File: config.mk
export PLATFORM = sky130hd
export DESIGN_NAME = best_fit_block_allocator
export DESIGN_NICKNAME = d
export VERILOG_FILES = /design/src/rtl/bfa_pkg.sv /design/src/rtl/bfa_cell.sv /design/src/rtl/best_fit_block_allocator.sv
export SDC_FILE = /design/constraint.sdc
export NUM_CORES = 2
export LEC_CHECK = 0
export BUFFER_PORTS_ARGS = -buffer_cell sky130_fd_sc_hd__buf_2
export CORE_MARGIN = 2
export CORE_UTILIZATION = 45
export CTS_BUF_LIST = sky130_fd_sc_hd__clkbuf_2
export CTS_CLUSTER_DIAMETER = 60
export DETAILED_ROUTE_END_ITERATION = 7
export SYNTH_ARGS = -nofsm -noshare
export SYNTH_HDL_FRONTEND = slang
export SYNTH_SLANG_ARGS = --single-unit
File: constraint.sdc
create_clock -name clk -period 4.69 [get_ports clk]
set_clock_uncertainty 0.2 [all_clocks]
set_input_delay 0.2345 -clock clk [delete_from_list [all_inputs] [get_ports clk]]
set_output_delay 0.2345 -clock clk [all_outputs]
set_load 0.01 [all_outputs]
File: src/rtl/bfa_pkg.sv
// ----------------------------------------------------------------------------
// bfa_pkg: shared types and constants of the best-fit block allocator
// Transaction payloads, operation codes, register reset value, and the
// control part of the search token that moves along the cell chain.
// ----------------------------------------------------------------------------
package bfa_pkg;

  localparam int unsigned NUM_BLOCKS_DEF = 16;
  localparam int unsigned SIZE_BITS_DEF  = 16;

  localparam int unsigned CFG_W = 5;
  localparam logic [CFG_W-1:0] BLOCKS_IN_USE_RST = 5'd16;

  localparam logic OP_LOAD  = 1'b0;
  localparam logic OP_ALLOC = 1'b1;

  typedef struct packed {
    logic        operation;
    logic [3:0]  block_index;
    logic [15:0] size;
  } bfa_in_t;

  typedef struct packed {
    logic        allocated;
    logic [3:0]  chosen_block;
    logic [15:0] remaining_after;
  } bfa_out_t;

  // control half of the search token
  typedef struct packed {
    logic vld;
    logic found;
  } bfa_tok_ctl_t;

endpackage

File: src/rtl/bfa_cell.sv
// ----------------------------------------------------------------------------
// bfa_cell: one block of the allocator chain
// Holds one block's remaining size and updates the passing search token
// when this block fits the request better than the best one seen so far.
// ----------------------------------------------------------------------------
module bfa_cell #(
  parameter int unsigned SIZE_BITS = bfa_pkg::SIZE_BITS_DEF,
  parameter int unsigned IDX_W     = 4,
  parameter int unsigned CELL_IDX  = 0
) (
  input  logic                  clk,
  input  logic                  rst_n,
  input  logic                  in_use,
  input  logic                  ld_en,
  input  logic [SIZE_BITS-1:0]  ld_val,
  input  logic                  sub_en,
  input  logic [SIZE_BITS-1:0]  req,
  input  bfa_pkg::bfa_tok_ctl_t tok_ctl_i,
  input  logic [IDX_W-1:0]      tok_idx_i,
  input  logic [SIZE_BITS-1:0]  tok_val_i,
  output bfa_pkg::bfa_tok_ctl_t tok_ctl_o,
  output logic [IDX_W-1:0]      tok_idx_o,
  output logic [SIZE_BITS-1:0]  tok_val_o
);

  logic [SIZE_BITS-1:0]  val_r, val_nxt;
  bfa_pkg::bfa_tok_ctl_t ctl_r, ctl_nxt;
  logic [IDX_W-1:0]      idx_r, idx_nxt;
  logic [SIZE_BITS-1:0]  bval_r, bval_nxt;
  logic                  hit;

  // strictly smaller wins, so ties keep the lower index
  assign hit = tok_ctl_i.vld && in_use && (val_r >= req) &&
               (!tok_ctl_i.found || (tok_val_i > val_r));

  always_comb begin
    val_nxt = val_r;
    if (ld_en) begin
      val_nxt = ld_val;
    end else if (sub_en) begin
      val_nxt = val_r - req;
    end
    ctl_nxt.vld   = tok_ctl_i.vld;
    ctl_nxt.found = tok_ctl_i.found | hit;
    idx_nxt       = hit ? IDX_W'(CELL_IDX) : tok_idx_i;
    bval_nxt      = hit ? val_r : tok_val_i;
  end

  always_ff @(posedge clk) begin
    if (!rst_n) begin
      val_r <= '0;
      ctl_r <= '0;
    end else begin
      val_r <= val_nxt;
      ctl_r <= ctl_nxt;
    end
    idx_r  <= idx_nxt;
    bval_r <= bval_nxt;
  end

  assign tok_ctl_o = ctl_r;
  assign tok_idx_o = idx_r;
  assign tok_val_o = bval_r;

endmodule

File: src/rtl/best_fit_block_allocator.sv
// ----------------------------------------------------------------------------
// best_fit_block_allocator: best-fit allocation over a chain of block cells
// Input transactions load a block's free size or request an allocation.
// An allocate transaction returns the smallest fitting block (lowest index
// on a tie) and its remaining size after subtraction, or reports no fit.
// Load transactions return nothing. An allocate launches a search token into
// cell 0; it moves one cell per cycle, and its result leaves the last cell
// for the output register that drives out_valid. in_stall is high while a
// search or its parked result is in flight; the next transaction is taken
// as soon as the result sits in the output register, even if the receiver
// stalls it. A result that finds the output register still stalled waits in
// a one-entry holding register. cfg_we writes blocks_in_use, the number of
// cells searched from index zero; write it only while the block is idle.
// Reset (rst_n low, synchronous) clears every block size to zero, sets
// blocks_in_use to 16 and empties the result path.
// ----------------------------------------------------------------------------
module best_fit_block_allocator #(
  parameter int unsigned NUM_BLOCKS = bfa_pkg::NUM_BLOCKS_DEF,
  parameter int unsigned SIZE_BITS  = bfa_pkg::SIZE_BITS_DEF
) (
  input  logic                      clk,
  input  logic                      rst_n,
  input  logic                      in_valid,
  output logic                      in_stall,
  input  bfa_pkg::bfa_in_t          in_data,
  output logic                      out_valid,
  input  logic                      out_stall,
  output bfa_pkg::bfa_out_t         out_data,
  input  logic                      cfg_we,
  input  logic [bfa_pkg::CFG_W-1:0] cfg_wdata
);

  localparam int unsigned IDX_W = (NUM_BLOCKS > 1) ? $clog2(NUM_BLOCKS) : 1;

  logic [bfa_pkg::CFG_W-1:0] biu_r;
  logic                      busy_r, busy_nxt;
  logic [SIZE_BITS-1:0]      req_r, req_nxt;
  logic                      out_vld_r, out_vld_nxt;
  bfa_pkg::bfa_out_t         out_r, out_nxt;
  logic                      pend_vld_r, pend_vld_nxt;
  bfa_pkg::bfa_out_t         pend_r, pend_nxt;

  logic                      in_acc, ld_acc, alloc_acc;
  logic [SIZE_BITS+31:0]     size_ext;
  logic [SIZE_BITS-1:0]      size_in;
  logic [SIZE_BITS-1:0]      req_cur;

  bfa_pkg::bfa_tok_ctl_t     tok_ctl [NUM_BLOCKS+1];
  logic [IDX_W-1:0]          tok_idx [NUM_BLOCKS+1];
  logic [SIZE_BITS-1:0]      tok_val [NUM_BLOCKS+1];

  logic [NUM_BLOCKS-1:0]     in_use, ld_sel, sub_sel;
  logic                      emerge;
  bfa_pkg::bfa_out_t         res;
  logic [SIZE_BITS-1:0]      rem_full;
  logic [SIZE_BITS+15:0]     rem_ext;
  logic [IDX_W+3:0]          idx_ext;
  logic                      out_free;

  assign in_stall  = busy_r;
  assign in_acc    = in_valid && !busy_r;
  assign ld_acc    = in_acc && (in_data.operation == bfa_pkg::OP_LOAD);
  assign alloc_acc = in_acc && (in_data.operation == bfa_pkg::OP_ALLOC);

  // sizes keep their low SIZE_BITS bits
  assign size_ext = {{SIZE_BITS{1'b0}}, 16'd0, in_data.size};
  assign size_in  = size_ext[SIZE_BITS-1:0];

  // cell 0 compares in the cycle the allocate is taken
  assign req_cur = alloc_acc ? size_in : req_r;

  // token injection into the head of the chain
  assign tok_ctl[0].vld   = alloc_acc;
  assign tok_ctl[0].found = 1'b0;
  assign tok_idx[0]       = '0;
  assign tok_val[0]       = '0;

  assign emerge = tok_ctl[NUM_BLOCKS].vld;

  genvar k;
  generate
    for (k = 0; k < NUM_BLOCKS; k++) begin : g_cell
      assign in_use[k]  = ({27'd0, biu_r} > 32'(k));
      assign ld_sel[k]  = ld_acc && ({28'd0, in_data.block_index} == 32'(k));
      assign sub_sel[k] = emerge && tok_ctl[NUM_BLOCKS].found &&
                          (tok_idx[NUM_BLOCKS] == IDX_W'(k));

      bfa_cell #(
        .SIZE_BITS (SIZE_BITS),
        .IDX_W     (IDX_W),
        .CELL_IDX  (k)
      ) u_cell (
        .clk       (clk),
        .rst_n     (rst_n),
        .in_use    (in_use[k]),
        .ld_en     (ld_sel[k]),
        .ld_val    (size_in),
        .sub_en    (sub_sel[k]),
        .req       (req_cur),
        .tok_ctl_i (tok_ctl[k]),
        .tok_idx_i (tok_idx[k]),
        .tok_val_i (tok_val[k]),
        .tok_ctl_o (tok_ctl[k+1]),
        .tok_idx_o (tok_idx[k+1]),
        .tok_val_o (tok_val[k+1])
      );
    end
  endgenerate

  // result of the token leaving the last cell
  assign rem_full = tok_val[NUM_BLOCKS] - req_r;
  assign rem_ext  = {16'd0, rem_full};
  assign idx_ext  = {4'd0, tok_idx[NUM_BLOCKS]};

  always_comb begin
    if (tok_ctl[NUM_BLOCKS].found) begin
      res.allocated       = 1'b1;
      res.chosen_block    = idx_ext[3:0];
      res.remaining_after = rem_ext[15:0];
    end else begin
      res = '0;
    end
  end

  assign out_free = !out_vld_r || !out_stall;

  always_comb begin
    busy_nxt     = busy_r;
    req_nxt      = req_r;
    out_vld_nxt  = out_vld_r;
    out_nxt      = out_r;
    pend_vld_nxt = pend_vld_r;
    pend_nxt     = pend_r;

    if (alloc_acc) begin
      busy_nxt = 1'b1;
      req_nxt  = size_in;
    end

    if (out_free) begin
      if (pend_vld_r) begin
        out_vld_nxt  = 1'b1;
        out_nxt      = pend_r;
        pend_vld_nxt = 1'b0;
        busy_nxt     = 1'b0;
      end else if (emerge) begin
        out_vld_nxt = 1'b1;
        out_nxt     = res;
        busy_nxt    = 1'b0;
      end else begin
        out_vld_nxt = 1'b0;
      end
    end else if (emerge) begin
      // receiver stalled: park the result until the output register drains
      pend_vld_nxt = 1'b1;
      pend_nxt     = res;
    end
  end

  always_ff @(posedge clk) begin
    if (!rst_n) begin
      biu_r      <= bfa_pkg::BLOCKS_IN_USE_RST;
      busy_r     <= 1'b0;
      out_vld_r  <= 1'b0;
      pend_vld_r <= 1'b0;
    end else begin
      if (cfg_we) begin
        biu_r <= cfg_wdata;
      end
      busy_r     <= busy_nxt;
      out_vld_r  <= out_vld_nxt;
      pend_vld_r <= pend_vld_nxt;
    end
    req_r  <= req_nxt;
    out_r  <= out_nxt;
    pend_r <= pend_nxt;
  end

  assign out_valid = out_vld_r;
  assign out_data  = out_r;

endmodule

==> results.txt <==
- Status: complete, no violations
- Clk pin slew, worst setup/hold paths: 110 ps
* Highest attainable clock frequency: 219 MHz
- The sequential cells in the finished layout cover a total of 13600 um^2.
* Leading cell types by total area after synthesis: sky130_fd_sc_hd__dfxtp_1 (28%), sky130_fd_sc_hd__ha_1 (14%), sky130_fd_sc_hd__mux2_2 (4.3%), sky130_fd_sc_hd__a21oi_1 (4.0%), sky130_fd_sc_hd__o21ai_0 (3.6%)
- Mean Syn Cell Area: 8.61 um^2
- The mapped netlist covers 43800 um^2.
- Time the final worst path needs with I/O delays and setup: 4560 ps
- Of the post-synthesis cell area, the dominant cell type holds 0.282.
* Most frequent cells after synthesis: sky130_fd_sc_hd__dfxtp_1 (617), sky130_fd_sc_hd__ha_1 (495), sky130_fd_sc_hd__nand2_1 (411)
- Std cell rows: 114
- The share of total power dissipated in the clock network is 0.319.
* Cell accounting for the most synthesized area: sky130_fd_sc_hd__dfxtp_1
- The first global-routing pass estimated 243000 um of wire.
- Number of global-route vias before repair: 38000
* Footprint of the multi-input gates: 27900 um^2
- In this run the count of I/O pins placed on the die edge is 54.
- STA classifies the critical path endpoint as a flop.
- From left edge to right edge, the die measures 316 um.
- Core outline area: 96600 um^2
* Dominant cell by count in the synthesized netlist: sky130_fd_sc_hd__dfxtp_1
- Initial antenna violation count: 13
* Ratio of final minimum period to clock period: 0.972
- Detailed placement ended at an HPWL of 117000 um.
- In this run the deepest clock path goes through 3 buffers.
* Largest fanout of any net on the critical path: 19
- The max-slew violation count was 0.
- Main synth FF type: sky130_fd_sc_hd__dfxtp_1
- Post-synthesis to final-layout area growth: 11.2%
- The clock reaches the later pin of the worst-skew pair after 1490 ps.
- Net count of the mapped netlist: 5611
- Total Nets Final: 5871
- The path class of the tightest hold or removal check is flop to flop.
* Number of synthesized register bits: 659
- After the first detailed-routing iteration, the DRC count stood at 4850.
- Measured in cells, the most critical reg-to-reg path has a length of 13.
- For this design the ratio of total power to cell area is 280 nW/um^2.
- Routability congestion estimate from global placement: 0.973
- Power dissipated by switching net loads: 4.99 mW
- Max-cap viol count: 0
- After technology mapping, the gate count stands at 5084.
- Number of warning messages in the yosys log: 0
- Routed vias/inst: 6.00
- Fraction of synthesis flops using an asynchronous set or reset pin: 0
- Clock buffer count from CTS: 180
* Number of inserted filler cells in the final layout: 9431
* Number of DRC violations after detailed routing: 0
- Of the cells placed in the final design, the portion with a size suffix greater than 1 is 0.142.
- Summed over all cells, the static leakage comes to 21.1 nW.
- In the final routed layout, each cell accounts on average for 24.5 um.
- For this configuration, the core starts out at a cell density of 0.453.
- R2R Path End: g_cell[9].u_cell.tok_val_o[6]$_DFF_P_
- STA puts the critical path data required time at 5790 ps.
- Final TNS setup: 0 ps
- End point of the worst hold path: g_cell[14].u_cell.tok_idx_o[3]$_SDFF_PP1_
- Floorplan die height: 316 um
- Total count of hold-check failures in the final report: 0
- After global routing the overflow that remains totals 0.
- Fraction of the yosys area taken by sequential cells: 0.311
- Across the VDD grid, the largest voltage drop is 0.000238 V.
- Number of buffer cells added on primary ports: 53
- Cell internal power was estimated by the tool at 8.65 mW.
* Clock Sink Count: 659
- Switching power share of the total: 0.366
- Data arrival time of the critical path: 5660 ps
- Count of distinct cell types in the synthesized netlist: 108
- For the pin with the worst max-slew slack, the measured transition is 1280 ps.
- Hold Path Origin: g_cell[13].u_cell.tok_idx_o[3]$_SDFF_PP1_
* CP Launch Type: flop
* Final setup violation count: 0
- Total design power: 13.6 mW
- The detail route stage leaves a number of antenna-violating nets equal to 0.
- Total vias in the final route: 40600
- Entering global routing, the biggest net connects 78 pins.
- Yosys mapped a number of flops with a built-in enable equal to 42.
- GRT Resource Usage Total: 0.328
- The H-tree was split into 4 levels.
- TritonCTS built the clock tree.
* Critical register-to-register path startpoint: in_stall$_SDFF_PN0_
- Combinational group share of total power: 0.259
- Slack of the worst reg-to-reg path: 130 ps
- Router iterations before antenna repair: 6
- Setup repair after global routing left no endpoint under its margin.
* Wire length after detailed routing: 166000 um
- The setup path with the least slack is of type flop to flop.
* Sequential share of power: 0.422
* Worst slew margin relative to its limit: 0.140
- Library cell used as clock root buffer: sky130_fd_sc_hd__clkbuf_2
- Area of the die: 99800 um^2
- Cell count of the worst hold path: 1
-- cells by family after synthesis --
family / share of synthesized area
AO/OA/AOI/OAI: 0.217
XOR/XNOR: 0.0466
adder cells (fa/ha/maj): 0.146
buffers and inverters: 0.0551
flip-flops: 0.311
multiplexers: 0.0729
AND/OR/NAND/NOR: 0.150
-- metrics by stage --
stage	hold WS, ps	std cells	worst slack, ps	area, um^2	utilization
final	199	6772	132	48700	0.504
after global routing	81.6	6762	32.1	48700	0.504
after CTS	30.3	6755	118	48600	0.503
after detailed placement	191	6336	182	45900	0.476
after global placement	189	6336	270	45900	0.476
after floorplan	163	5084	82.4	43800	-
-- layer usage --
metal	GRT usage	routed length (um)	vias up
li1	-	-	19100
met1	0.449	72300	19200
met2	0.490	69900	1944
met3	0.0687	15800	410
met4	0.156	7910	4
met5	0	27	-
-- state kept, by name, indices dropped and copies added (netlist names) --
signal	cells
biu_r	5
g_cell.u_cell.tok_ctl_o	32
g_cell.u_cell.tok_idx_o	49
g_cell.u_cell.tok_val_o	256
g_cell.u_cell.val_r	256
in_stall	1
out_data	21
out_valid	1
pend_r	21
pend_vld_r	1
req_r	16
-- layout make-up --
class                      instances  share of cell area
multi-input combinational       3836               0.573
clock buffer                     249              0.0256
timing repair buffer             294              0.0512
antenna                           13            0.000668
tap                             1276              0.0328
sequential                       659               0.280
inverter                         373              0.0289
clock inverter                    72             0.00840
-- placed cells by master, fill, tap and decap left out, types with 49 or more instances in the layout --
| master | Yosys | layout |
|---|---|---|
| sky130_fd_sc_hd__dfxtp_1 | 617 | 616 |
| sky130_fd_sc_hd__and2_1 | 69 | 69 |
| sky130_fd_sc_hd__a21oi_1 | 354 | 344 |
| sky130_fd_sc_hd__o211ai_1 | 95 | 95 |
| sky130_fd_sc_hd__nand3_1 | 90 | 90 |
| sky130_fd_sc_hd__buf_4 | 10 | 134 |
| sky130_fd_sc_hd__inv_1 | 371 | 369 |
| sky130_fd_sc_hd__buf_2 | 19 | 52 |
| sky130_fd_sc_hd__a21o_1 | 152 | 152 |
| sky130_fd_sc_hd__xnor2_1 | 160 | 160 |
| sky130_fd_sc_hd__o21ai_0 | 315 | 315 |
| sky130_fd_sc_hd__nand2b_1 | 49 | 49 |
| sky130_fd_sc_hd__nand4_1 | 103 | 103 |
| sky130_fd_sc_hd__ha_1 | 495 | 495 |
| sky130_fd_sc_hd__dlygate4sd3_1 | 0 | 94 |
| sky130_fd_sc_hd__a31oi_1 | 95 | 95 |
| sky130_fd_sc_hd__nand2_1 | 411 | 411 |
| sky130_fd_sc_hd__mux2_2 | 169 | 169 |
| sky130_fd_sc_hd__xor2_1 | 73 | 73 |
| sky130_fd_sc_hd__nor2b_1 | 56 | 56 |
| sky130_fd_sc_hd__clkinv_1 | 1 | 53 |
| sky130_fd_sc_hd__nor3_1 | 88 | 86 |
| sky130_fd_sc_hd__a211oi_1 | 70 | 70 |
| sky130_fd_sc_hd__o21a_1 | 62 | 62 |
| sky130_fd_sc_hd__clkbuf_2 | 1 | 249 |
| sky130_fd_sc_hd__nor2_1 | 352 | 352 |
-- how the worst max path moves through the flow --
stage	startpoint	endpoint	slack [ps]	depth (start not counted)
detailed placement	in_data[20]	g_cell[1].u_cell.tok_val_o[10]$_DFF_P_	180	16
finish	in_stall$_SDFF_PN0_	g_cell[9].u_cell.tok_val_o[6]$_DFF_P_	130	13
global placement	in_stall$_SDFF_PN0_	g_cell[4].u_cell.tok_val_o[1]$_DFF_P_	270	14
floorplan	in_stall$_SDFF_PN0_	g_cell[14].u_cell.tok_val_o[15]$_DFF_P_	80	15
CTS	in_stall$_SDFF_PN0_	g_cell[1].u_cell.val_r[9]$_SDFFE_PN0P_	120	16
global route	in_stall$_SDFF_PN0_	g_cell[9].u_cell.tok_val_o[6]$_DFF_P_	30	13
-- power groups by stage --
stage / clock [mW] / sequential (mW) / combinational [mW]
3_5_place_dp: 0 / 5.88 / 3.34
6_report: 4.35 / 5.76 / 3.54
2_1_floorplan: 0 / 5.85 / 2.22
5_1_grt: 4.74 / 5.76 / 3.79
3_3_place_gp: 0 / 5.88 / 3.34
4_1_cts: 4.45 / 5.75 / 3.43
-- worst max-delay path: stages, from the launching register on --
cell	delay [ps]
sky130_fd_sc_hd__dfxtp_1	460
sky130_fd_sc_hd__and4b_1	240
sky130_fd_sc_hd__dlygate4sd3_1	600
sky130_fd_sc_hd__a21oi_4	380
sky130_fd_sc_hd__buf_4	380
sky130_fd_sc_hd__buf_4	240
sky130_fd_sc_hd__nor2_1	120
sky130_fd_sc_hd__or4_4	550
sky130_fd_sc_hd__a31oi_1	200
sky130_fd_sc_hd__o21ai_1	100
sky130_fd_sc_hd__a21oi_2	180
sky130_fd_sc_hd__o211ai_2	110
sky130_fd_sc_hd__buf_4	260
sky130_fd_sc_hd__mux2_4	330
-- timing repair --
item                                   CTS  global route
endpoints found under the hold margin  451             0
hold buffers                            98             0
gates resized for setup                  0             3
setup endpoints to repair                0            36
buffers inserted                         0             5
Power figures use the tool's default switching activity.
